## src/hrsp_pkg.sv

```systemverilog
package hrsp_pkg;

    // Parser phase.
    typedef enum logic [1:0] {
        PH_REQ  = 2'd0,
        PH_HDR  = 2'd1,
        PH_BODY = 2'd2,
        PH_ERR  = 2'd3
    } t_phase;

    // Field kind carried by each result beat.
    typedef enum logic [2:0] {
        FK_NONE    = 3'd0,
        FK_METHOD  = 3'd1,
        FK_PATH    = 3'd2,
        FK_VERSION = 3'd3,
        FK_NAME    = 3'd4,
        FK_VALUE   = 3'd5,
        FK_BODY    = 3'd6
    } t_kind;

    // Position within a header line.
    typedef enum logic [1:0] {
        HP_EMPTY = 2'd0,
        HP_NAME  = 2'd1,
        HP_SKIP  = 2'd2,
        HP_VALUE = 2'd3
    } t_hpart;

    // Content length number scanner.
    typedef enum logic [2:0] {
        NS_SKIP   = 3'd0,
        NS_PLUS   = 3'd1,
        NS_MINUS  = 3'd2,
        NS_DIGITS = 3'd3,
        NS_NEG    = 3'd4,
        NS_STOP   = 3'd5,
        NS_OVF    = 3'd6,
        NS_BAD    = 3'd7
    } t_nstage;

    // Operation on the length accumulator.
    typedef enum logic [1:0] {
        AO_NONE  = 2'd0,
        AO_CLEAR = 2'd1,
        AO_LOAD  = 2'd2,
        AO_MAC   = 2'd3
    } t_accop;

    localparam logic [7:0] CH_CR    = 8'h0D;
    localparam logic [7:0] CH_LF    = 8'h0A;
    localparam logic [7:0] CH_TAB   = 8'h09;
    localparam logic [7:0] CH_VT    = 8'h0B;
    localparam logic [7:0] CH_FF    = 8'h0C;
    localparam logic [7:0] CH_SP    = 8'h20;
    localparam logic [7:0] CH_PCT   = 8'h25;
    localparam logic [7:0] CH_PLUS  = 8'h2B;
    localparam logic [7:0] CH_MINUS = 8'h2D;
    localparam logic [7:0] CH_QM    = 8'h3F;
    localparam logic [7:0] CH_COLON = 8'h3A;
    localparam logic [7:0] CH_0     = 8'h30;
    localparam logic [7:0] CH_9     = 8'h39;

    localparam logic [3:0] NAME_LEN   = 4'd14;
    localparam logic [3:0] MATCH_FAIL = 4'd15;
    localparam int unsigned BLEN_W    = 24;

    // One result beat without the per-item status bits.
    typedef struct packed {
        logic [7:0] data;
        logic       valid;
        t_kind      kind;
        logic       fend;
        logic       drop;
        logic       done;
    } t_res;

    // Parser state apart from the length counters.
    typedef struct packed {
        t_phase     phase;
        logic [1:0] tok_idx;
        logic       in_tok;
        logic       query;
        logic [1:0] pct;
        logic [7:0] held;
        logic       cr_pend;
        t_hpart     hdr_part;
        logic [3:0] pend_sp;
        logic [3:0] match;
        t_nstage    num_stage;
        logic       len_seen;
    } t_pstate;

    // Effect of one line byte.
    typedef struct packed {
        t_pstate      s;
        logic [1:0]   n;
        t_res [1:0]   r;
        logic [3:0]   spaces;
        t_accop       op;
    } t_line;

    // All beats caused by one input item: held spaces first, then the slots.
    typedef struct packed {
        logic [3:0]        spaces;
        logic [1:0]        nslots;
        t_res [2:0]        slot;
        logic              perr;
        logic [BLEN_W-1:0] blen;
    } t_bundle;

    function automatic t_res mk_res(input logic [7:0] data, input logic valid,
                                    input t_kind kind, input logic fend,
                                    input logic drop, input logic done);
        t_res r;
        r.data  = data;
        r.valid = valid;
        r.kind  = kind;
        r.fend  = fend;
        r.drop  = drop;
        r.done  = done;
        return r;
    endfunction

    function automatic logic is_ws(input logic [7:0] c);
        return (c == CH_SP) || (c == CH_TAB) || (c == CH_LF) || (c == CH_VT) ||
               (c == CH_FF) || (c == CH_CR);
    endfunction

    function automatic logic [7:0] to_lower(input logic [7:0] c);
        return ((c >= 8'h41) && (c <= 8'h5A)) ? (c + 8'h20) : c;
    endfunction

    // Hex digit value; bit 4 set when the character is a digit.
    function automatic logic [4:0] hex_val(input logic [7:0] c);
        logic [4:0] v;
        v = 5'd0;
        if ((c >= CH_0) && (c <= CH_9)) begin
            v = {1'b1, c[3:0]};
        end else if ((c >= 8'h61) && (c <= 8'h66)) begin
            v = {1'b1, c[3:0] + 4'd9};
        end else if ((c >= 8'h41) && (c <= 8'h46)) begin
            v = {1'b1, c[3:0] + 4'd9};
        end
        return v;
    endfunction

    // Decode a percent escape the way a base 16 conversion reads two characters.
    function automatic logic [7:0] hex_pair(input logic [7:0] a, input logic [7:0] b);
        logic [4:0] ha;
        logic [4:0] hb;
        logic [7:0] v;
        ha = hex_val(a);
        hb = hex_val(b);
        v  = 8'd0;
        if (ha[4]) begin
            v = hb[4] ? {ha[3:0], hb[3:0]} : {4'd0, ha[3:0]};
        end else if ((a == CH_PLUS) || (a == CH_MINUS)) begin
            v = hb[4] ? {4'd0, hb[3:0]} : 8'd0;
            if (a == CH_MINUS) begin
                v = 8'd0 - v;
            end
        end
        return v;
    endfunction

    // Lower-case spelling of the content length header name.
    function automatic logic [7:0] name_char(input logic [3:0] i);
        logic [7:0] ch;
        unique case (i)
            4'd0:    ch = 8'h63;
            4'd1:    ch = 8'h6F;
            4'd2:    ch = 8'h6E;
            4'd3:    ch = 8'h74;
            4'd4:    ch = 8'h65;
            4'd5:    ch = 8'h6E;
            4'd6:    ch = 8'h74;
            4'd7:    ch = 8'h2D;
            4'd8:    ch = 8'h6C;
            4'd9:    ch = 8'h65;
            4'd10:   ch = 8'h6E;
            4'd11:   ch = 8'h67;
            4'd12:   ch = 8'h74;
            4'd13:   ch = 8'h68;
            default: ch = 8'h00;
        endcase
        return ch;
    endfunction

endpackage

```

## src/hrsp_if.sv

```systemverilog
interface hrsp_in_if;
    logic       valid;
    logic       ready;
    logic [7:0] in_byte;
    logic       restart;

    modport source (output valid, output in_byte, output restart, input ready);
    modport sink   (input valid, input in_byte, input restart, output ready);
endinterface

interface hrsp_out_if;
    logic        valid;
    logic        ready;
    logic [7:0]  out_byte;
    logic        out_valid;
    logic [2:0]  field_kind;
    logic        field_end;
    logic        drop_line;
    logic        request_done;
    logic        parse_error;
    logic [23:0] body_length;
    logic        last;

    modport source (output valid, output out_byte, output out_valid, output field_kind,
                    output field_end, output drop_line, output request_done,
                    output parse_error, output body_length, output last, input ready);
    modport sink   (input valid, input out_byte, input out_valid, input field_kind,
                    input field_end, input drop_line, input request_done,
                    input parse_error, input body_length, input last, output ready);
endinterface

```

## src/hrsp_step.sv

```systemverilog
module hrsp_step
    import hrsp_pkg::*;
#(
    parameter int LENGTH_BITS = 24,
    parameter int SPACE_HOLD  = 8
) (
    input  logic                i_clk,
    input  logic                i_rst_n,
    input  logic                i_accept,
    input  logic [7:0]          i_byte,
    input  logic                i_restart,
    input  logic                i_cfg_we,
    input  logic [BLEN_W-1:0]   i_cfg_data,
    output t_bundle             o_bundle
);

    localparam int HOLD = (SPACE_HOLD > 8) ? 8 : ((SPACE_HOLD < 1) ? 1 : SPACE_HOLD);
    localparam int CW   = (LENGTH_BITS > BLEN_W) ? LENGTH_BITS : BLEN_W;

    t_pstate                r_state, n_state;
    logic [LENGTH_BITS-1:0] r_acc, n_acc;
    logic [LENGTH_BITS-1:0] r_rem, n_rem;
    logic [BLEN_W-1:0]      r_max;

    logic [LENGTH_BITS+3:0] prod;
    logic                   ovf;
    logic [LENGTH_BITS-1:0] rem_dec;
    logic [LENGTH_BITS+BLEN_W-1:0] acc_ext;
    t_pstate                s_base;
    t_line                  l1, l2, le;
    logic [7:0]             first_c;

    // Close the current request line token.
    function automatic t_line end_token(input t_pstate si);
        t_line   l;
        t_pstate s;
        l = '0;
        s = si;
        if ((s.tok_idx == 2'd1) && (s.pct == 2'd2)) begin
            if (s.held == CH_PLUS) begin
                l.r[l.n[0]] = mk_res(CH_SP, 1'b1, FK_PATH, 1'b0, 1'b0, 1'b0);
                l.n = l.n + 2'd1;
            end else if (s.held != CH_PCT) begin
                l.r[l.n[0]] = mk_res(s.held, 1'b1, FK_PATH, 1'b0, 1'b0, 1'b0);
                l.n = l.n + 2'd1;
            end
        end
        if (s.tok_idx != 2'd3) begin
            l.r[l.n[0]] = mk_res(8'd0, 1'b0, t_kind'({1'b0, s.tok_idx} + 3'd1),
                                 1'b1, 1'b0, 1'b0);
            l.n = l.n + 2'd1;
            s.tok_idx = s.tok_idx + 2'd1;
        end
        s.in_tok = 1'b0;
        s.query  = 1'b0;
        s.pct    = 2'd0;
        l.s      = s;
        return l;
    endfunction

    // One byte of a request line or header line.
    function automatic t_line line_byte(input t_pstate si, input logic [7:0] c,
                                        input logic ovf_in);
        t_line      l;
        t_pstate    s;
        logic [7:0] lc;
        logic       dig;
        l   = '0;
        s   = si;
        dig = (c >= CH_0) && (c <= CH_9);
        lc  = to_lower(c);
        if (s.phase == PH_REQ) begin
            if (is_ws(c)) begin
                if (s.in_tok) begin
                    l = end_token(s);
                    s = l.s;
                end
            end else begin
                s.in_tok = 1'b1;
                if (s.tok_idx == 2'd1) begin
                    if (!s.query) begin
                        if (c == CH_QM) begin
                            if (s.pct == 2'd2) begin
                                if (s.held == CH_PLUS) begin
                                    l.r[l.n[0]] = mk_res(CH_SP, 1'b1, FK_PATH, 1'b0, 1'b0, 1'b0);
                                    l.n = l.n + 2'd1;
                                end else if (s.held != CH_PCT) begin
                                    l.r[l.n[0]] = mk_res(s.held, 1'b1, FK_PATH, 1'b0, 1'b0, 1'b0);
                                    l.n = l.n + 2'd1;
                                end
                            end
                            s.pct   = 2'd0;
                            s.query = 1'b1;
                        end else if (s.pct == 2'd1) begin
                            s.held = c;
                            s.pct  = 2'd2;
                        end else if (s.pct == 2'd2) begin
                            l.r[l.n[0]] = mk_res(hex_pair(s.held, c), 1'b1, FK_PATH,
                                                 1'b0, 1'b0, 1'b0);
                            l.n   = l.n + 2'd1;
                            s.pct = 2'd0;
                        end else if (c == CH_PCT) begin
                            s.pct = 2'd1;
                        end else if (c == CH_PLUS) begin
                            l.r[l.n[0]] = mk_res(CH_SP, 1'b1, FK_PATH, 1'b0, 1'b0, 1'b0);
                            l.n = l.n + 2'd1;
                        end else begin
                            l.r[l.n[0]] = mk_res(c, 1'b1, FK_PATH, 1'b0, 1'b0, 1'b0);
                            l.n = l.n + 2'd1;
                        end
                    end
                end else if (s.tok_idx != 2'd3) begin
                    l.r[l.n[0]] = mk_res(c, 1'b1, t_kind'({1'b0, s.tok_idx} + 3'd1),
                                         1'b0, 1'b0, 1'b0);
                    l.n = l.n + 2'd1;
                end
            end
        end else if ((s.hdr_part == HP_SKIP) || (s.hdr_part == HP_VALUE)) begin
            // Header value: leading blanks dropped, content length scanned.
            if (!((s.hdr_part == HP_SKIP) && ((c == CH_SP) || (c == CH_TAB)))) begin
                s.hdr_part  = HP_VALUE;
                l.r[l.n[0]] = mk_res(c, 1'b1, FK_VALUE, 1'b0, 1'b0, 1'b0);
                l.n = l.n + 2'd1;
                if (s.match == NAME_LEN) begin
                    unique case (s.num_stage)
                        NS_SKIP: begin
                            if (!is_ws(c)) begin
                                if (c == CH_PLUS) begin
                                    s.num_stage = NS_PLUS;
                                end else if (c == CH_MINUS) begin
                                    s.num_stage = NS_MINUS;
                                end else if (dig) begin
                                    l.op        = AO_LOAD;
                                    s.num_stage = NS_DIGITS;
                                end else begin
                                    s.num_stage = NS_BAD;
                                end
                            end
                        end
                        NS_PLUS: begin
                            if (dig) begin
                                l.op        = AO_LOAD;
                                s.num_stage = NS_DIGITS;
                            end else begin
                                s.num_stage = NS_BAD;
                            end
                        end
                        NS_MINUS: begin
                            s.num_stage = dig ? NS_NEG : NS_BAD;
                        end
                        NS_DIGITS: begin
                            if (!dig) begin
                                s.num_stage = NS_STOP;
                            end else if (ovf_in) begin
                                s.num_stage = NS_OVF;
                            end else begin
                                l.op = AO_MAC;
                            end
                        end
                        default: begin
                        end
                    endcase
                end
            end
        end else begin
            // Header name: lower-cased, trailing spaces held back.
            s.hdr_part = HP_NAME;
            if (c == CH_COLON) begin
                s.pend_sp   = 4'd0;
                l.r[l.n[0]] = mk_res(8'd0, 1'b0, FK_NAME, 1'b1, 1'b0, 1'b0);
                l.n = l.n + 2'd1;
                s.hdr_part  = HP_SKIP;
                if (s.match == NAME_LEN) begin
                    s.len_seen  = 1'b1;
                    l.op        = AO_CLEAR;
                    s.num_stage = NS_SKIP;
                end
            end else if (c == CH_SP) begin
                if (s.pend_sp < 4'(HOLD)) begin
                    s.pend_sp = s.pend_sp + 4'd1;
                end else begin
                    l.r[l.n[0]] = mk_res(CH_SP, 1'b1, FK_NAME, 1'b0, 1'b0, 1'b0);
                    l.n = l.n + 2'd1;
                end
            end else begin
                if (s.pend_sp != 4'd0) begin
                    l.spaces  = s.pend_sp;
                    s.pend_sp = 4'd0;
                    s.match   = MATCH_FAIL;
                end
                if ((s.match < NAME_LEN) && (lc == name_char(s.match))) begin
                    s.match = s.match + 4'd1;
                end else begin
                    s.match = MATCH_FAIL;
                end
                l.r[l.n[0]] = mk_res(lc, 1'b1, FK_NAME, 1'b0, 1'b0, 1'b0);
                l.n = l.n + 2'd1;
            end
        end
        l.s = s;
        return l;
    endfunction

    // Accumulator times ten plus the digit, with its overflow.
    assign prod    = {r_acc, 3'b000} + {2'b00, r_acc, 1'b0} + (LENGTH_BITS+4)'(i_byte[3:0]);
    assign ovf     = (prod[LENGTH_BITS+3:LENGTH_BITS] != 4'd0);
    assign rem_dec = r_rem - LENGTH_BITS'(1);
    assign acc_ext = {{BLEN_W{1'b0}}, r_acc};

    // Line byte units: a held CR goes through first, then the new byte.
    always_comb begin
        s_base         = r_state;
        s_base.cr_pend = 1'b0;
    end
    assign first_c = r_state.cr_pend ? CH_CR : i_byte;
    assign l1      = line_byte(s_base, first_c, ovf);
    assign l2      = line_byte(l1.s, i_byte, ovf);
    assign le      = end_token(s_base);

    // Next state and the result bundle of the item.
    always_comb begin
        t_line      sel_a;
        t_line      sel_b;
        logic       use_a;
        logic       use_b;
        logic [2:0] cnt;
        t_accop     op;
        n_state  = r_state;
        n_acc    = r_acc;
        n_rem    = r_rem;
        o_bundle = '0;
        sel_a    = l1;
        sel_b    = l2;
        use_a    = 1'b0;
        use_b    = 1'b0;
        cnt      = 3'd0;
        op       = AO_NONE;
        if (i_restart) begin
            n_state = '0;
            n_acc   = '0;
            n_rem   = '0;
        end else if (r_state.phase == PH_ERR) begin
            n_state = r_state;
        end else if (r_state.phase == PH_BODY) begin
            n_rem = rem_dec;
            if (rem_dec == '0) begin
                o_bundle.slot[0] = mk_res(i_byte, 1'b1, FK_BODY, 1'b1, 1'b0, 1'b1);
                o_bundle.blen    = acc_ext[BLEN_W-1:0];
                cnt     = 3'd1;
                n_state = '0;
                n_acc   = '0;
                n_rem   = '0;
            end else begin
                o_bundle.slot[0] = mk_res(i_byte, 1'b1, FK_BODY, 1'b0, 1'b0, 1'b0);
                cnt = 3'd1;
            end
        end else if (r_state.cr_pend && (i_byte == CH_LF)) begin
            n_state = s_base;
            if (r_state.phase == PH_REQ) begin
                if (r_state.in_tok) begin
                    sel_a   = le;
                    use_a   = 1'b1;
                    n_state = le.s;
                end
                if (n_state.tok_idx != 2'd3) begin
                    n_state.phase = PH_ERR;
                end else begin
                    n_state.phase    = PH_HDR;
                    n_state.tok_idx  = 2'd0;
                    n_state.in_tok   = 1'b0;
                    n_state.query    = 1'b0;
                    n_state.pct      = 2'd0;
                    n_state.hdr_part = HP_EMPTY;
                    n_state.pend_sp  = 4'd0;
                    n_state.match    = 4'd0;
                end
            end else if (r_state.hdr_part == HP_EMPTY) begin
                // Blank line: end of the headers.
                if (r_state.len_seen && ((r_state.num_stage == NS_DIGITS) ||
                    (r_state.num_stage == NS_STOP)) && (r_acc != '0)) begin
                    if (CW'(r_acc) > CW'(r_max)) begin
                        n_state.phase = PH_ERR;
                    end else begin
                        n_state.phase = PH_BODY;
                        n_rem         = r_acc;
                    end
                end else if (r_state.len_seen && (r_state.num_stage == NS_OVF)) begin
                    n_state.phase = PH_ERR;
                end else begin
                    o_bundle.slot[0] = mk_res(8'd0, 1'b0, FK_NONE, 1'b0, 1'b0, 1'b1);
                    cnt     = 3'd1;
                    n_state = '0;
                    n_acc   = '0;
                    n_rem   = '0;
                end
            end else begin
                if (r_state.hdr_part == HP_NAME) begin
                    o_bundle.slot[0] = mk_res(8'd0, 1'b0, FK_NAME, 1'b0, 1'b1, 1'b0);
                end else begin
                    o_bundle.slot[0] = mk_res(8'd0, 1'b0, FK_VALUE, 1'b1, 1'b0, 1'b0);
                end
                cnt = 3'd1;
                n_state.hdr_part = HP_EMPTY;
                n_state.pend_sp  = 4'd0;
                n_state.match    = 4'd0;
            end
        end else if (r_state.cr_pend) begin
            use_a = 1'b1;
            if (i_byte == CH_CR) begin
                n_state         = l1.s;
                n_state.cr_pend = 1'b1;
            end else begin
                use_b   = 1'b1;
                n_state = l2.s;
                op      = l2.op;
            end
        end else if (i_byte == CH_CR) begin
            n_state.cr_pend = 1'b1;
        end else begin
            use_a   = 1'b1;
            n_state = l1.s;
            op      = l1.op;
        end

        // Gather the beats of the line byte units.
        if (use_a) begin
            o_bundle.spaces = sel_a.spaces;
            for (int k = 0; k < 2; k++) begin
                if (2'(k) < sel_a.n) begin
                    o_bundle.slot[cnt[1:0]] = sel_a.r[k];
                    cnt = cnt + 3'd1;
                end
            end
        end
        if (use_b) begin
            for (int k = 0; k < 2; k++) begin
                if ((2'(k) < sel_b.n) && (cnt < 3'd3)) begin
                    o_bundle.slot[cnt[1:0]] = sel_b.r[k];
                    cnt = cnt + 3'd1;
                end
            end
        end

        // Length accumulator.
        unique case (op)
            AO_CLEAR: n_acc = '0;
            AO_LOAD:  n_acc = LENGTH_BITS'(i_byte[3:0]);
            AO_MAC:   n_acc = prod[LENGTH_BITS-1:0];
            default:  n_acc = n_acc;
        endcase

        // An item with nothing else to report gives one status beat.
        if ((cnt == 3'd0) && (o_bundle.spaces == 4'd0)) begin
            o_bundle.slot[0] = '0;
            cnt = 3'd1;
        end
        o_bundle.nslots = cnt[1:0];
        o_bundle.perr   = (n_state.phase == PH_ERR);
    end

    // State registers, updated once per accepted item.
    always_ff @(posedge i_clk) begin
        if (!i_rst_n) begin
            r_state <= '0;
            r_acc   <= '0;
            r_rem   <= '0;
        end else if (i_accept) begin
            r_state <= n_state;
            r_acc   <= n_acc;
            r_rem   <= n_rem;
        end
    end

    // Maximum body length register.
    always_ff @(posedge i_clk) begin
        if (!i_rst_n) begin
            r_max <= 24'd1048576;
        end else if (i_cfg_we) begin
            r_max <= i_cfg_data;
        end
    end

endmodule

```

## src/hrsp_seq.sv

```systemverilog
module hrsp_seq
    import hrsp_pkg::*;
(
    input  logic              i_clk,
    input  logic              i_rst_n,
    input  logic              i_accept,
    input  t_bundle           i_bundle,
    output logic              o_ready,
    output logic              o_valid,
    input  logic              i_out_ready,
    output t_res              o_res,
    output logic              o_perr,
    output logic [BLEN_W-1:0] o_blen,
    output logic              o_last
);

    t_bundle    r_cur;
    t_bundle    r_nxt;
    logic       r_cur_valid;
    logic       r_nxt_valid;
    logic [3:0] r_sp;
    logic [1:0] r_idx;

    logic is_sp;
    logic fire;
    logic cur_free;

    // Current beat: held spaces first, then the slots in order.
    assign is_sp = (r_sp < r_cur.spaces);
    always_comb begin
        if (is_sp) begin
            o_res  = mk_res(CH_SP, 1'b1, FK_NAME, 1'b0, 1'b0, 1'b0);
            o_last = ((r_sp + 4'd1) == r_cur.spaces) && (r_cur.nslots == 2'd0);
        end else begin
            o_res  = r_cur.slot[r_idx];
            o_last = (({1'b0, r_idx} + 3'd1) == {1'b0, r_cur.nslots});
        end
    end
    assign o_perr  = r_cur.perr;
    assign o_blen  = o_res.done ? r_cur.blen : '0;
    assign o_valid = r_cur_valid;
    assign o_ready = !r_nxt_valid;

    assign fire     = r_cur_valid && i_out_ready;
    assign cur_free = !r_cur_valid || (fire && o_last);

    // Two-deep bundle store: current and waiting.
    always_ff @(posedge i_clk) begin
        if (!i_rst_n) begin
            r_cur_valid <= 1'b0;
            r_nxt_valid <= 1'b0;
            r_sp        <= 4'd0;
            r_idx       <= 2'd0;
        end else begin
            if (cur_free) begin
                r_sp  <= 4'd0;
                r_idx <= 2'd0;
                if (r_nxt_valid) begin
                    r_cur_valid <= 1'b1;
                    r_nxt_valid <= 1'b0;
                end else begin
                    r_cur_valid <= i_accept;
                end
            end else begin
                if (fire) begin
                    if (is_sp) begin
                        r_sp <= r_sp + 4'd1;
                    end else begin
                        r_idx <= r_idx + 2'd1;
                    end
                end
                if (i_accept) begin
                    r_nxt_valid <= 1'b1;
                end
            end
        end
    end

    // Bundle payload.
    always_ff @(posedge i_clk) begin
        if (cur_free) begin
            if (r_nxt_valid) begin
                r_cur <= r_nxt;
            end else if (i_accept) begin
                r_cur <= i_bundle;
            end
        end else if (i_accept) begin
            r_nxt <= i_bundle;
        end
    end

endmodule

```

## src/http_request_stream_parser.sv

```systemverilog
// Channel   Dir  Beat contents
// i_in      in   in_byte, restart
// o_out     out  out_byte, out_valid, field_kind, field_end, drop_line,
//                request_done, parse_error, body_length, last
// i_cfg     in   i_cfg_we, i_cfg_data (max_body_length)
//
// Each input byte is parsed in the cycle it is accepted; its beats leave one per cycle
// while the receiver is ready. Most bytes give one beat, so one byte per cycle is
// sustained unless the output stalls. A byte that releases held header-name spaces
// gives up to SPACE_HOLD + 2 beats (at most ten, as no more than eight spaces are held).
// A two-entry bundle store lets a new byte in while a result beat is still stalled.
// Synchronous active-low reset returns the parser to the request line start.
module http_request_stream_parser
    import hrsp_pkg::*;
#(
    parameter int LENGTH_BITS = 24,
    parameter int SPACE_HOLD  = 8
) (
    input  logic          i_clk,
    input  logic          i_rst_n,
    hrsp_in_if.sink       i_in,
    hrsp_out_if.source    o_out,
    input  logic          i_cfg_we,
    input  logic [23:0]   i_cfg_data
);

    t_bundle           bundle;
    t_res              res;
    logic              accept;
    logic              seq_ready;
    logic              perr;
    logic              last;
    logic [BLEN_W-1:0] blen;

    assign accept     = i_in.valid && seq_ready;
    assign i_in.ready = seq_ready;

    // Byte parser with its state registers.
    hrsp_step #(
        .LENGTH_BITS (LENGTH_BITS),
        .SPACE_HOLD  (SPACE_HOLD)
    ) u_step (
        .i_clk      (i_clk),
        .i_rst_n    (i_rst_n),
        .i_accept   (accept),
        .i_byte     (i_in.in_byte),
        .i_restart  (i_in.restart),
        .i_cfg_we   (i_cfg_we),
        .i_cfg_data (i_cfg_data),
        .o_bundle   (bundle)
    );

    // Output sequencer.
    hrsp_seq u_seq (
        .i_clk       (i_clk),
        .i_rst_n     (i_rst_n),
        .i_accept    (accept),
        .i_bundle    (bundle),
        .o_ready     (seq_ready),
        .o_valid     (o_out.valid),
        .i_out_ready (o_out.ready),
        .o_res       (res),
        .o_perr      (perr),
        .o_blen      (blen),
        .o_last      (last)
    );

    // Result beat fields.
    assign o_out.out_byte     = res.data;
    assign o_out.out_valid    = res.valid;
    assign o_out.field_kind   = res.kind;
    assign o_out.field_end    = res.fend;
    assign o_out.drop_line    = res.drop;
    assign o_out.request_done = res.done;
    assign o_out.parse_error  = perr;
    assign o_out.body_length  = blen;
    assign o_out.last         = last;

endmodule

```

## src/flat_wrapper.sv

```systemverilog
// flat-port wrapper written by rule: the top's interface ports become plain ports
module http_request_stream_parser_flat import hrsp_pkg::*;
#(
    parameter int LENGTH_BITS = 24,
    parameter int SPACE_HOLD  = 8
)
  (i_clk, i_rst_n, i_cfg_we, i_cfg_data, i_in_valid, i_in_in_byte, i_in_restart, i_in_ready, o_out_valid, o_out_out_byte, o_out_out_valid, o_out_field_kind, o_out_field_end, o_out_drop_line, o_out_request_done, o_out_parse_error, o_out_body_length, o_out_last, o_out_ready);
  hrsp_in_if i_in_i ();
  hrsp_out_if o_out_i ();
  input  logic i_clk;
  input  logic i_rst_n;
  input  logic i_cfg_we;
  input  logic [23:0] i_cfg_data;
  input wire logic [$bits(i_in_i.valid)-1:0] i_in_valid;
  input wire logic [$bits(i_in_i.in_byte)-1:0] i_in_in_byte;
  input wire logic [$bits(i_in_i.restart)-1:0] i_in_restart;
  output wire logic [$bits(i_in_i.ready)-1:0] i_in_ready;
  output wire logic [$bits(o_out_i.valid)-1:0] o_out_valid;
  output wire logic [$bits(o_out_i.out_byte)-1:0] o_out_out_byte;
  output wire logic [$bits(o_out_i.out_valid)-1:0] o_out_out_valid;
  output wire logic [$bits(o_out_i.field_kind)-1:0] o_out_field_kind;
  output wire logic [$bits(o_out_i.field_end)-1:0] o_out_field_end;
  output wire logic [$bits(o_out_i.drop_line)-1:0] o_out_drop_line;
  output wire logic [$bits(o_out_i.request_done)-1:0] o_out_request_done;
  output wire logic [$bits(o_out_i.parse_error)-1:0] o_out_parse_error;
  output wire logic [$bits(o_out_i.body_length)-1:0] o_out_body_length;
  output wire logic [$bits(o_out_i.last)-1:0] o_out_last;
  input wire logic [$bits(o_out_i.ready)-1:0] o_out_ready;
  assign i_in_i.valid = i_in_valid;
  assign i_in_i.in_byte = i_in_in_byte;
  assign i_in_i.restart = i_in_restart;
  assign i_in_ready = i_in_i.ready;
  assign o_out_valid = o_out_i.valid;
  assign o_out_out_byte = o_out_i.out_byte;
  assign o_out_out_valid = o_out_i.out_valid;
  assign o_out_field_kind = o_out_i.field_kind;
  assign o_out_field_end = o_out_i.field_end;
  assign o_out_drop_line = o_out_i.drop_line;
  assign o_out_request_done = o_out_i.request_done;
  assign o_out_parse_error = o_out_i.parse_error;
  assign o_out_body_length = o_out_i.body_length;
  assign o_out_last = o_out_i.last;
  assign o_out_i.ready = o_out_ready;
  http_request_stream_parser #(.LENGTH_BITS(LENGTH_BITS), .SPACE_HOLD(SPACE_HOLD)) u_core (.i_clk(i_clk), .i_rst_n(i_rst_n), .i_in(i_in_i), .o_out(o_out_i), .i_cfg_we(i_cfg_we), .i_cfg_data(i_cfg_data));
endmodule
```

## config.mk

```make
export PLATFORM = sky130hd
export DESIGN_NAME = http_request_stream_parser_flat
export DESIGN_NICKNAME = d
export VERILOG_FILES = /design/src/hrsp_pkg.sv /design/src/hrsp_if.sv /design/src/hrsp_step.sv /design/src/hrsp_seq.sv /design/src/http_request_stream_parser.sv /design/src/flat_wrapper.sv
export SDC_FILE = /design/constraint.sdc
export NUM_CORES = 1
export LEC_CHECK = 0
export BUFFER_PORTS_ARGS = -buffer_cell sky130_fd_sc_hd__buf_4
export CORE_UTILIZATION = 55
export DETAILED_ROUTE_END_ITERATION = 8
export PLACE_DENSITY = 0.72
export SYNTH_ARGS = -nofsm -noshare
export SYNTH_HDL_FRONTEND = slang
export SYNTH_SLANG_ARGS = --single-unit
```

## constraint.sdc

```tcl
create_clock -name i_clk -period 10.9 [get_ports i_clk]
set_input_delay 1.635 -clock i_clk [delete_from_list [all_inputs] [get_ports i_clk]]
set_output_delay 1.635 -clock i_clk [all_outputs]
set_load 0.02 [all_outputs]
```

# [After elaboration in Yosys (flattened, before gate mapping)]
# Memory sizes are Yosys's and may differ from the RTL's.
# Cells that the tools add are included.
[classes] addsub=29 magnitude_cmp=53 n_eq_ne=78 muxes=421 bitwise=3 reduce_logical=84
[ops] cell="two-way mux 15 bit" n=61
[ops] cell="two-way mux 24 bit" n=23
[ops] cell="two-way mux 45 bit" n=8
[ops] cell="two-way mux 29 bit" n=11
[ops] cell="two-way mux 38 bit" n=8
[ops] cell="two-way mux 8 bit" n=35
[ops] cell="two-way mux 5 bit" n=40
[ops] cell="two-way mux 31 bit" n=6
[ops] cell="bitwise mux 45 bit" n=4
[ops] cell="two-way mux 76 bit" n=2
[ops] cell="two-way mux 2 bit" n=73
[ops] cell="== test 8 x 6 -> 1 bit (second input constant)" n=16
[ops] cell="demux 15 bit (select 2 bit)" n=4
[ops] cell="two-way mux 4 bit" n=29
[ops] cell="two-way mux 3 bit" n=33
[ops] cell="two-way mux 32 bit" n=3
[ops] cell="bitwise mux 30 bit" n=3
[ops] cell="== test 8 x 4 -> 1 bit (second input constant)" n=10
[ops] cell="<= comparator 8 x 7 -> 1 bit (second input constant)" n=10
[ops] cell="case mux 24 bit (3 select lines)" n=1
[ops] cell="greater-or-equal comparator 8 x 7 -> 1 bit (second input constant)" n=8
[ops] cell="two-way mux 14 bit" n=4
[ops] cell="two-way mux 1 bit" n=46
[ops] cell="demux 15 bit (select 1 bit)" n=3
[ops] cell="other kinds (70)" n=227
[word_totals] ff_bits=263 rom_bits=224 output_inout_bits=43 wordCells=733 memories=2
[memory_table] name="(no name shown)" words=16 width=7 read_ports=1 rd_ports_with_merged_regs=0 write_ports=0 line_no="hrsp_pkg.sv:170" rtl="unique case (i)"
[memory_table] name="(no name shown)" words=16 width=7 read_ports=1 rd_ports_with_merged_regs=0 write_ports=0 line_no="hrsp_pkg.sv:170"

# [Depth between registers and ports, before layout]
[logic_depth] ltp_word=51 ltp_mapped=39 depth_no_buf=30

# [Hierarchy]
# A second synthesis with hierarchy kept.
[unflattened] cells_unflattened=2553 area_unflattened_um2=21388.0
[modules_own_cells] mod="hrsp_step" n_inst=1 cells_per_inst=2147 area_each_um2=14702.9 seq_area_each_um2=2062.0
[modules_own_cells] mod="hrsp_seq" n_inst=1 cells_per_inst=405 area_each_um2=6678.9 seq_area_each_um2=4724.5
[modules_own_cells] mod="http_request_stream_parser" n_inst=1 cells_per_inst=1 area_each_um2=6.3 seq_area_each_um2=0.0

# [Worst setup path after synthesis]
# Ideal clock, no wire load.
[synth_timing] path_type="input to register" start="input i_in_in_byte[0]" end="register u_core.u_seq.r_cur[33] in the netlist's numbering (data pin)" t_arrival_ns=8.315 required_ns=10.770 slack_ns=2.455 cell_stages=36 n_path_buf=7 cell_sequence="or2_2 > clkbuf_1 > inv_1 > clkbuf_1 > ha_1 > or4b_1 > o211ai_1 > a21o_1 > buf_4 > clkbuf_1 > nor2_1 > a21oi_1 > inv_1 > ha_1 > clkbuf_1 > nand2_1 > nor3_1 > mux2i_1 > and2_0 > clkbuf_1 > nand2_1 > ha_1 > nor2b_1 > nor3_1 > o21ai_1 > and2_1 > or3_1 > o21ai_1 > inv_1 > ha_1 > o2111ai_2 > or3b_1 > buf_2 > o22a_1 > a21oi_1 > mux2_2"
[synth_lines] item="from (decl)" line_no="flat_wrapper.sv:15" rtl="input wire logic [$bits(i_in_i.in_byte)-1:0] i_in_in_byte;"
[synth_lines] item="to (signal assigned)" line_no="hrsp_seq.sv:83" rtl="r_cur <= r_nxt;"
[synth_lines] item="to (signal assigned)" line_no="hrsp_seq.sv:85" rtl="r_cur <= i_bundle;"
[synth_lines] item="to (decl)" line_no="hrsp_seq.sv:17" rtl="t_bundle r_cur;"

# [Final worst setup path]
[layout_timing] start="input i_in_in_byte[1]" end="register u_core.u_seq.r_cur[39] in the netlist's numbering (data pin)"
[layout_via] elab_chain_len=46 elab_cells_between_ends=311
[layout_rtl] item="two-way mux 8 bit" line_no="hrsp_step.sv:215" rtl="assign first_c = r_state.cr_pend ? CH_CR : i_byte;"
[layout_rtl] item="greater-or-equal comparator 8 x 7 -> 1 bit or <= comparator 8 x 7 -> 1 bit (tied branches)" line_no="hrsp_pkg.sv:131, hrsp_pkg.sv:142"
[layout_rtl] item="logical AND 1 bit" line_no="hrsp_pkg.sv:142" rtl="end else if ((c >= 8'h41) && (c <= 8'h46)) begin"
[layout_rtl] item="two-way mux 5 bit" line_no="hrsp_pkg.sv:142"
[layout_rtl] item="two-way mux 5 bit" line_no="hrsp_pkg.sv:140" rtl="end else if ((c >= 8'h61) && (c <= 8'h66)) begin"
[layout_rtl] item="two-way mux 5 bit" line_no="hrsp_pkg.sv:138" rtl="if ((c >= CH_0) && (c <= CH_9)) begin"
[layout_rtl] item="two-way mux 5 bit" line_no="hrsp_step.sv:97" rtl="end else if (s.pct == 2'd2) begin"
[layout_rtl] item="two-way mux 5 bit" line_no="hrsp_step.sv:94" rtl="end else if (s.pct == 2'd1) begin"
[layout_rtl] item="(+30 left out)"
[layout_rtl] item="two-way mux 45 bit" line_no="hrsp_step.sv:337" rtl="if ((2'(k) < sel_b.n) && (cnt < 3'd3)) begin"
[layout_rtl] item="two-way mux 45 bit" line_no="hrsp_step.sv:335" rtl="if (use_b) begin"
[layout_rtl] item="bitwise mux 45 bit" line_no="hrsp_step.sv:338" rtl="o_bundle.slot[cnt[1:0]] = sel_b.r[k];"
[layout_rtl] item="two-way mux 45 bit" line_no="hrsp_step.sv:337"
[layout_rtl] item="two-way mux 45 bit" line_no="hrsp_step.sv:335"
[layout_rtl] item="two-way mux 15 bit *" line_no="hrsp_step.sv:353" rtl="if ((cnt == 3'd0) && (o_bundle.spaces == 4'd0)) begin"
[layout_rtl] item="two-way mux 76 bit *" line_no="hrsp_seq.sv:84" rtl="end else if (i_accept) begin"
[layout_rtl] item="two-way mux 76 bit *" line_no="hrsp_seq.sv:82" rtl="if (r_nxt_valid) begin"
# Every way passes the cells marked *; elsewhere a longest branch is shown, timed or not. The select of a mux whose other input is x is not followed.
# A chain may end at the register's enable or synchronous reset.

==> impl_metrics.ini <==
[status]
status = finished, final reports clean

[sta]
slew_viol_final = 0
hold_viol = 0
tightest_slew_ps = 1270
setup_ws_ps = 1590
slew_headroom_pct = 14.9
setup_tns_ps = 0
rsz0062_at_grt = false
fin_skew_ps = 36.9
min_period_over_period_pct = 85.4
setup_viol_count_final = 0
fmax_ghz = 0.107
min_period_ps = 9310

[placement]
gp_congestion = 1.02
io_buffer_count = 80
placed_area_um2 = 21900
dpl.hpwl_um = 53400
place_worst_setup_slack_ps = 1220

[layout]
finalNetCount = 2690
multi_input_area_um2 = 13500
nFillCells = 3364
area_delta_synth_final_pct = 8.61
final_area_um2 = 22900
ff_latch_area_um2 = 6550
drive_above_1_share_pct = 11.2
postLayoutCoreUtil_pct = 60.8
diodes = 0

[setup_path]
start_kind = input port
crit_path_top_delay_cell = a211oi_2
reg2reg_depth = 29
path_common_cell = ha_1
reg2reg_slack_ps = 2220
cp.arrival_ps = 9590
required_ps = 11180
cp_max_fo = 22
timing.rr.start = u_core.u_step.r_state[14]
timing.critical_path.slowest_cell_delay_ps = 800
crit_path_end_kind = flip-flop
crit_type = input port to flip-flop
r2r-end = u_core.u_seq.r_cur[39]

[synth]
ys_top_cells_by_area = edfxtp_1, dfxtp_1, ha_1, nand2_1, nor2_1
synth_ff_type = edfxtp_1
synth_top_cells_by_count = nand2_1, nor2_1, a21oi_1
yosysSeqAreaShare_pct = 31.1
yosysTopAreaCell = edfxtp_1
async_flop_share_pct = 0
synth-seq-cells = 255
syn_area_per_cell_um2 = 8.32
synthDistinctLibCells = 110
netlist_area_um2 = 21100
yosys.cell_count.top_type = nand2_1
synth_top_area_share_pct = 20.5
synth_fp_nets = 2715
synth-warning-count = 0
synth_edf_count = 144
syn_inst = 2535

[clocking]
cts_tree = yes
clock_latency_ps = 600
cts_resized = 0
cts.reportedPaths.clkPinSlew_ps = 60
post_cts_buffers = 0
cts_buffer_depth = 3
root_buffer = clkbuf_16
clkSinkCount = 255
holdBufCountCts = 0
numCtsBuffers = 29
htreeDepth = 1

[global_route]
grt_max_degree = 91
track_usage_pct = 36.4
grt_pass1_wl_um = 111000
grt_pass1_vias = 19000
grt_overflow_total = 0
antenna_found_initial = 2

[floorplan]
pin_count = 81
die_w_um = 198
num_rows = 71
die_area_um2 = 39100
initial_core_util_pct = 56.0
fp.dieH_um = 198
fp.coreArea_um2 = 37700

[hold_path]
min_to = u_core.u_step.r_max[20]
hold_path.class = flip-flop to flip-flop
hold_path_depth = 2
hp-start = u_core.u_step.r_max[20]

[power_and_ir_drop]
ir_drop_mv = 0.150
p_per_area_nw_per_um2 = 103
leakagePower_nw = 9.10
total_power_w = 0.00236

[drt]
drtIter0Drc = 2116
wl_um = 72100
wl_per_cell_um = 23.7
first_pass_iters = 6
drc = 0
vias = 20600
ant_nets = 0
vias_per_cell = 6.77

[run]
max_cap_viol_count = 0
[worst max-delay path by stage]
| stage | startpoint | endpoint | slack, ps |
|---|---|---|---|
| after floorplan | i_in_in_byte[0] | u_core.u_seq.r_cur[33] | 2450 |
| after global placement | i_in_in_byte[0] | u_core.u_seq.r_cur[35] | 1400 |
| after detailed placement | i_in_in_byte[0] | u_core.u_seq.r_cur[39] | 1220 |
| after CTS | i_in_in_byte[0] | u_core.u_seq.r_cur[39] | 1790 |
| after global routing | i_in_in_byte[1] | u_core.u_seq.r_cur[39] | 980 |
| final | i_in_in_byte[1] | u_core.u_seq.r_cur[39] | 1590 |
[per-stage QoR]
stage,instances,hold slack (ps)
2_1_floorplan,2535,459
3_3_place_gp,2990,482
3_5_place_dp,2990,481
4_1_cts,3043,493
5_1_grt,3043,520
6_report,3043,490
[final cells by class]
type | count | area share, %
Multi-Input combinational cell | 2010 | 59.1
Tap cell | 511 | 2.79
Inverter | 100 | 1.64
Sequential cell | 255 | 28.6
Clock buffer | 39 | 3.46
Clock inverter | 14 | 0.678
Timing Repair Buffer | 114 | 3.74
[cell usage in the layout, fill, tap and decap left out, types with 15 or more instances in the layout]
master and instances:
nand2b_1 26, o21a_1 18, xnor2_1 35, a221oi_1 16
nand4_1 24, xor2_1 19, or3_1 16, nor3_1 62
clkbuf_16 29, buf_4 114, edfxtp_1 144, a21boi_0 39
nand3_1 84, o31ai_1 41, or2_2 15, mux2_2 55
nor3b_1 15, ha_1 140, and2_1 54, a31oi_1 23
and3_1 48, nor2b_1 49, o211a_1 17, o211ai_1 33
a22oi_1 16, a21oi_1 153, a21o_1 31, mux2i_1 58
nor2_1 216, a211oi_1 23, inv_1 97, o21ai_0 126
dfxtp_1 110, nand2_1 252, nor4_1 33
[state kept, by name (all words and copies together) (netlist names), 2 cells and up]
register               count
u_core.u_step.r_max       24
u_core.u_seq.r_nxt        72
u_core.u_seq.r_cur        71
u_core.u_step.r_rem       24
u_core.u_seq.r_idx         2
u_core.u_step.r_acc       24
u_core.u_step.le          24
u_core.u_seq.r_sp          4
u_core.u_step.r_state      7
[worst max-delay path, delay by kind of cell]
kind            cells  cell delay, ps
compound gates      8            2560
fa+ha+maj           4            1360
buf+inv             3             590
mux                 1             170
simple gates       13            3210
[routing by layer]
layer | track usage, % | vias to the layer above | share of wire (%)
met5 | 0 | - | 0
met4 | 13.3 | 0 | 3.9
met3 | 7.80 | 191 | 11
met2 | 54.4 | 1120 | 42
met1 | 51.3 | 9866 | 43
li1 | - | 9418 | -
[report_power, final]
part           switching, W  internal (W)
Clock              0.000421      0.000563
Sequential        0.0000230       0.00105
Combinational      0.000194      0.000105
[cell families after synthesis]
| kind of cell | share of synthesized area [%] |
|---|---|
| simple gates | 22.9 |
| mux | 5.69 |
| xor+xnor | 2.24 |
| compound gates | 24.5 |
| fa+ha+maj | 8.59 |
| buf+inv | 4.96 |
| flops | 31.1 |
(Power assumes the default switching activity.)
